==> src/hdl/tcr_pkg.sv <==
// ----------------------------------------------------------------------------
// tcr_pkg: shared constants for the triangle coverage rasterizer
// Widths of coordinates, fixed-point edge values and command codes.
// ----------------------------------------------------------------------------
package tcr_pkg;

   localparam int PLACES    = 16384;
   localparam int FRAC_BITS = 16;

   localparam int ADDR_W  = $clog2(PLACES);
   localparam int COORD_W = 13;                   // corner row/column
   localparam int DIFF_W  = COORD_W + 1;          // difference of two corners
   localparam int DEN_W   = COORD_W;              // row span divisor, 1..8191
   localparam int NUM_W   = COORD_W + FRAC_BITS;  // |diff| << FRAC_BITS
   localparam int INC_W   = NUM_W + 1;            // signed edge step
   localparam int POS_W   = COORD_W + FRAC_BITS + 3;
   localparam int COL_W   = POS_W - FRAC_BITS;    // truncated edge column
   localparam int BASE_W  = 17;                   // row*row_length + col
   localparam int ROW_W   = COORD_W + 1;
   localparam int CNT_W   = COORD_W + 2;
   localparam int SKIP_W  = COORD_W;
   localparam int CFG_W   = 8;
   localparam int CSR_IDX_W = 2;

   localparam logic [1:0] CMD_CLEAR = 2'd0;
   localparam logic [1:0] CMD_MARK  = 2'd1;
   localparam logic [1:0] CMD_READ  = 2'd2;

   localparam logic [CSR_IDX_W-1:0] CSR_ROW_LENGTH = 2'd0;
   localparam logic [CSR_IDX_W-1:0] CSR_LAST_ROW   = 2'd1;

endpackage

==> src/hdl/tcr_div.sv <==
// ----------------------------------------------------------------------------
// tcr_div: edge step divider
// Signed (num << FRAC_BITS) / den, truncated toward zero, one bit a cycle.
// ----------------------------------------------------------------------------
module tcr_div import tcr_pkg::*; (
   input  logic                     clock,
   input  logic                     reset,
   input  logic                     start,
   input  logic signed [DIFF_W-1:0] num,
   input  logic        [DEN_W-1:0]  den,
   output logic                     done,
   output logic signed [INC_W-1:0]  quot
);

   localparam int CNT_BITS = $clog2(NUM_W + 1);

   logic                busy_ff, busy_in;
   logic                done_ff, done_in;
   logic                neg_ff, neg_in;
   logic [DEN_W-1:0]    den_ff, den_in;
   logic [DEN_W-1:0]    rem_ff, rem_in;
   logic [NUM_W-1:0]    n_ff, n_in;
   logic [CNT_BITS-1:0] cnt_ff, cnt_in;
   logic [DEN_W:0]      trial;
   logic [DIFF_W-1:0]   mag;

   always_comb begin
      mag = num[DIFF_W-1] ? DIFF_W'(-num) : num;
      trial = {rem_ff, n_ff[NUM_W-1]};
      busy_in = busy_ff;
      done_in = 1'b0;
      neg_in = neg_ff;
      den_in = den_ff;
      rem_in = rem_ff;
      n_in = n_ff;
      cnt_in = cnt_ff;
      if (start) begin
         busy_in = 1'b1;
         neg_in = num[DIFF_W-1];
         den_in = den;
         rem_in = '0;
         n_in = {mag[DEN_W-1:0], {FRAC_BITS{1'b0}}};
         cnt_in = '0;
      end else if (busy_ff) begin
         if (trial >= {1'b0, den_ff}) begin
            rem_in = DEN_W'(trial - {1'b0, den_ff});
            n_in = {n_ff[NUM_W-2:0], 1'b1};
         end else begin
            rem_in = trial[DEN_W-1:0];
            n_in = {n_ff[NUM_W-2:0], 1'b0};
         end
         cnt_in = cnt_ff + 1'b1;
         if (cnt_ff == CNT_BITS'(NUM_W - 1)) begin
            busy_in = 1'b0;
            done_in = 1'b1;
         end
      end
   end

   always_ff @(posedge clock) begin
      if (reset) begin
         busy_ff <= 1'b0;
         done_ff <= 1'b0;
      end else begin
         busy_ff <= busy_in;
         done_ff <= done_in;
      end
      neg_ff <= neg_in;
      den_ff <= den_in;
      rem_ff <= rem_in;
      n_ff <= n_in;
      cnt_ff <= cnt_in;
   end

   assign done = done_ff;
   assign quot = neg_ff ? -$signed({1'b0, n_ff}) : $signed({1'b0, n_ff});

endmodule

==> config.mk <==
export PLATFORM = sky130hd
export DESIGN_NAME = tcr_div
export DESIGN_NICKNAME = d
export VERILOG_FILES = /design/src/hdl/tcr_pkg.sv /design/src/hdl/tcr_div.sv
export SDC_FILE = /design/constraint.sdc
export NUM_CORES = 1
export LEC_CHECK = 0
export BUFFER_PORTS_ARGS = -buffer_cell sky130_fd_sc_hd__buf_2
export CAP_MARGIN = 25
export CORE_MARGIN = 3
export CORE_UTILIZATION = 64
export CTS_BUF_LIST = sky130_fd_sc_hd__clkbuf_4
export CTS_CLUSTER_DIAMETER = 80
export DETAILED_ROUTE_END_ITERATION = 12
export PLACE_DENSITY = 0.93
export REMOVE_ABC_BUFFERS = 1
export SLEW_MARGIN = 20
export SYNTH_ARGS = -nofsm -noshare
export SYNTH_HDL_FRONTEND = slang
export SYNTH_SLANG_ARGS = --single-unit
export TNS_END_PERCENT = 100
==> constraint.sdc <==
create_clock -name clock -period 7 [get_ports clock]
set_input_delay 0.7 -clock clock [delete_from_list [all_inputs] [get_ports clock]]
set_output_delay 0.7 -clock clock [all_outputs]
set_load 0.005 [all_outputs]
# Yosys cells after proc, flatten, opt, wreduce, memory -nomap -nowiden
# Index checks and enable logic that the tools add are counted.
# word_totals
mem_count,0
latch_bits,0
input_bits,30
rom_bits,0
wordCells,27
output_inout_bits,31
mem_bits_rw,0
regBits,63
# op_classes
muxes,10
mul,0
shifts,0
div,0
n_lt_le_gt_ge,1
reduce_logical,2
n_bitwise,1
n_eq_ne,1
n_addsub,4
# ops
cell,count
29-bit two-way mux,2
30-bit two-way mux,1
29-bit negator with 30-bit output,1
13-bit two-way mux,2
14-bit by 13-bit >= comparator with 1-bit output,1
13-bit negator,1
13-bit subtractor,1
5-bit by 1-bit adder with 5-bit output (second input constant),1
5-bit equality test (second input constant),1
1-bit two-way mux,5
3-bit OR reduction,1
2-bit nonzero test,1
1-bit inverter,1

# Depth between registers and ports, before layout
# logic_depth
ltp_word,4
mapped_depth,10
ltp_nobuf,9

# Worst setup path before layout
# OpenSTA, ideal clock, no wires.
# synth_timing
path_type,reg2out
from,reg n_ff[11]
to,out quot[27]
slack_ns,4.108
path_stages_with_launch,7
required_time_ns,6.300
n_path_buf,0
arrival_ns,2.192
cell_sequence,dfxtp_1 > or4_4 > or4_4 > nand4b_4 > or3_4 > o31ai_4 > xnor2_1
# synth_via
elab_chain_cells,2
# synth_rtl
element,line,text
"start, declared",tcr_div.sv:22,"logic [NUM_W-1:0] n_ff, n_in;"
"start signal, assigned",tcr_div.sv:71,n_ff <= n_in;
29-bit negator with 30-bit output,tcr_div.sv:76,"assign quot = neg_ff ? -$signed({1'b0, n_ff}) : $signed({1'b0, n_ff});"
30-bit two-way mux,tcr_div.sv:76,
"end, declared",tcr_div.sv:12,output logic signed [INC_W-1:0] quot
# No other way between the ends.

# Worst setup path in the final report
# Same ends and word-level chain as after synthesis.

==> results.sh <==
export IMPL_totalNegativeSetupSlack_ns=0
export IMPL_vdd_drop_max_v=0.000201
export IMPL_hold_fails_final_rpt=0
export IMPL_slew_violations=0
export IMPL_io_pins=61
export IMPL_starting_utilization_of_the_core_area=0.687
export IMPL_critPathLaunchType="flop"
export IMPL_remaining_overflow_grt=0
export IMPL_die_outline_width_um=84.5
export IMPL_synth_seq_area_share=0.388
export IMPL_post_place_cells=542
export IMPL_core_mm2=0.00574
export IMPL_tritoncts="yes"
export IMPL_share_of_final_layout_standard_cells_stronger_than_drive_strength_1=0.179
export IMPL_crit_buf_inv=1
export IMPL_floorplan_rows=27
export IMPL_areaGrowthSynthToFinish_pct=12.4
export IMPL_critPathTopFamily="simple AND/OR/NAND/NOR gates"
export IMPL_max_freq_mhz=272
export IMPL_critical_path_max_stage_delay_ns=0.56
export IMPL_ant_nets=0
export IMPL_dpl_hpwl_um=6430
export IMPL_layout_cells_non_filler=558
export IMPL_final_min_clock_period_ns=3.68
export IMPL_avgRoutedWirePerCell_um=16.0
export IMPL_routed_wl_um=8910
export IMPL_r2r_worst_path_depth=9
export IMPL_cellPowerDensity_mw_per_mm2=202
export IMPL_report_final_setup_viol=0
export IMPL_tightest_slew_ns=0.907
export IMPL_status="complete, no violations"
export IMPL_placed_cell_areas_mm2=0.00428
export IMPL_fin_area_mm2=0.00443
export IMPL_drc_viols=0
export IMPL_cts_hold_buffers=0
export IMPL_antenna_diode_count=0
export IMPL_timing_worst_setup_path_type="reg -> out"
export IMPL_numCtsBuffers=9
export IMPL_max_cap_violations=0
export IMPL_worst_endpoint_required_ns=6.30
export IMPL_cp_num_cells=7
export IMPL_cpMaxStageDelayCell="sky130_fd_sc_hd__or4_4"
export IMPL_first_global_vias=3275
export IMPL_io_buffer_count=60
export IMPL_cts_setup_buffers=0
export IMPL_clock_root_buffer="sky130_fd_sc_hd__clkbuf_4"
export IMPL_wl_met1_um=3720
export IMPL_ys_warn_count=0
export IMPL_critical_path_max_fanout=7
export IMPL_synth_distinct_cells=51
export IMPL_via_count=3427
export IMPL_power_static_leakage_nw=1.92
export IMPL_antenna_found_initial=0
export IMPL_die_area_mm2=0.00714
export IMPL_route_met2_wl_um=4330
export IMPL_drt_pre_antenna_iters=6
export IMPL_synth_seq_cells=63
export IMPL_ys_flop_type="sky130_fd_sc_hd__dfxtp_1"
export IMPL_cell_by_cell_trace_of_the_critical_path="or4_4 > or4_4 > nand4b_4 > or3_4 > o31ai_4 > xnor2_1 > buf_2"
export IMPL_synth_edf_count=27
export IMPL_final_min_period_over_clock_period=0.525
export IMPL_place_congestion=0.909
export IMPL_min_path_type="in -> reg"
export IMPL_mappedNetlistArea_mm2=0.00395
export IMPL_syn_inst=427
export IMPL_synthesis_area_per_instance_um2=9.24
export IMPL_routed_wl_met3_um=594
export IMPL_utilization_after_layout=0.772
export IMPL_max_clock_path_buffers=2
export IMPL_grt_setup_unrepaired="no"
export IMPL_clock_skew_final_ns=0.0138
export IMPL_post_cts_resized_instances=0
export IMPL_timing_hold_worst_path_depth=2
export IMPL_critical_path_most_common_cell="sky130_fd_sc_hd__or4_4"
export IMPL_maximum_number_of_pins_on_one_net_before_global_route_repair=63
export IMPL_drt_vias_per_instance=6.14
export IMPL_wire_length_of_the_first_global_routing_pass_um=14800
export IMPL_cts_num_sinks=63
export IMPL_grt_usage=0.258
export IMPL_die_height_um=84.5
export IMPL_top_signal_layer_used="met4"
export IMPL_max_slew_margin_rel=0.396
export IMPL_critPathArrivalTime_ns=2.98
export IMPL_setup_worst_path_end_class="primary output"
export IMPL_nNetsFinal=529
export IMPL_cts_reportedPaths_clkPinSlew_ns=0.11
export IMPL_first_iter_violations=265
export IMPL_htreeDepth=3
export IMPL_insertion_delay_ns=0.43
export IMPL_ys_async_sr_fraction=0
## path summary, 6_finish.rpt
check / startpoint / end / slack, ns
setup / recovery: n_ff[11] / quot[27] / 3.32
setup reg to reg: n_ff[28] / rem_ff[12] / 3.97
hold reg to reg: rem_ff[6] / rem_ff[7] / 0.51
hold / removal: reset / busy_ff / 0.45
## metrics by stage
step / setup slack (ns) / power (mW) / hold slack [ns]
after global routing: 3.21 / 0.935 / 0.422
after global placement: 3.89 / 0.605 / 0.470
final: 3.32 / 0.895 / 0.452
after CTS: 3.32 / 0.895 / 0.429
after detailed placement: 3.85 / 0.615 / 0.493
after floorplan: 4.11 / 0.549 / 0.451
## cells in the final DEF, fill, tap and decap left out, types with 13 or more instances in the layout
master,instances
sky130_fd_sc_hd__nor2_1,38
sky130_fd_sc_hd__xnor2_1,37
sky130_fd_sc_hd__a21oi_1,13
sky130_fd_sc_hd__ha_1,17
sky130_fd_sc_hd__o21ai_0,28
sky130_fd_sc_hd__buf_2,60
sky130_fd_sc_hd__nand2_1,44
sky130_fd_sc_hd__inv_1,26
sky130_fd_sc_hd__edfxtp_1,27
sky130_fd_sc_hd__dfxtp_1,36
sky130_fd_sc_hd__mux2i_1,21
## synth_stat cells (3+ instances only)
library cell / n / share of area
sky130_fd_sc_hd__or4_1: 4 / 0.0076
sky130_fd_sc_hd__dfxtp_1: 36 / 0.18
sky130_fd_sc_hd__xnor2_1: 37 / 0.082
sky130_fd_sc_hd__o31ai_1: 12 / 0.023
sky130_fd_sc_hd__inv_1: 26 / 0.025
sky130_fd_sc_hd__a22o_1: 11 / 0.024
sky130_fd_sc_hd__nor2b_1: 4 / 0.0063
sky130_fd_sc_hd__nand4_1: 3 / 0.0048
sky130_fd_sc_hd__nand2b_1: 6 / 0.0095
sky130_fd_sc_hd__a21oi_1: 13 / 0.016
sky130_fd_sc_hd__nand2_1: 44 / 0.042
sky130_fd_sc_hd__ha_1: 17 / 0.054
sky130_fd_sc_hd__a311oi_1: 4 / 0.0089
sky130_fd_sc_hd__a32oi_1: 3 / 0.0067
sky130_fd_sc_hd__o21ai_0: 28 / 0.036
sky130_fd_sc_hd__nor3_1: 7 / 0.0089
sky130_fd_sc_hd__mux2i_1: 21 / 0.053
sky130_fd_sc_hd__clkbuf_1: 14 / 0.013
sky130_fd_sc_hd__nand3_1: 4 / 0.0051
sky130_fd_sc_hd__edfxtp_1: 27 / 0.21
sky130_fd_sc_hd__a22oi_1: 3 / 0.0057
sky130_fd_sc_hd__nor2_1: 38 / 0.036
sky130_fd_sc_hd__o41ai_1: 6 / 0.013
sky130_fd_sc_hd__or3_1: 3 / 0.0048
sky130_fd_sc_hd__nor3b_1: 3 / 0.0057
sky130_fd_sc_hd__a21o_1: 6 / 0.011
sky130_fd_sc_hd__buf_1: 5 / 0.0048
sky130_fd_sc_hd__xor2_1: 12 / 0.027
sky130_fd_sc_hd__and2_1: 3 / 0.0048
## layout make-up
| class | count | area, µm² |
|---|---|---|
| clock buffers | 11 | 82.6 |
| clock inverters | 5 | 72.6 |
| repair buffers | 63 | 323 |
| inverters | 26 | 97.6 |
| fillers | 389 | 1310 |
| well taps | 72 | 90.1 |
| flip-flops and latches | 63 | 1530 |
| multi-input cells | 318 | 2240 |
## power breakdown
| group | leakage [nW] | internal [mW] | switching, mW |
|---|---|---|---|
| combinational | 1.27 | 0.0819 | 0.100 |
| sequential | 0.566 | 0.406 | 0.0221 |
| clock | 0.0859 | 0.150 | 0.134 |
## logic make-up (layout without fill, tap and decap cells)
logic type,after synthesis,after routing,synth area share
mux,21,21,0.0533
compound gates,97,97,0.173
fa+ha+maj,18,18,0.0590
flops,63,63,0.388
xor+xnor,49,49,0.109
buf+inv,46,105,0.0447
simple gates,133,133,0.173
## state kept, by name, indices dropped and copies added, names as in the netlist
register and flops:
n_ff 29, den_ff 13, rem_ff 13, cnt_ff 5, busy_ff 1, done 1
neg_ff 1
## worst reg2reg max path: cells and delay by family, from the launching register on
kind / cells / cell delay (ns)
and+or+nand+nor: 2 / 0.47
AOI/OAI and AO/OA: 4 / 1.40
adders and majority gates: 2 / 0.62
DFF: 1 / 0.36
buffers and inverters: 1 / 0.09
## metal layers
layer  vias to the layer above  track usage
met4                         0        0.127
met5                         -            0
met3                        28       0.0638
met1                      1624        0.310
li1                       1649            -
met2                       126        0.430
Note: power is estimated with default switching activity, not from simulation.
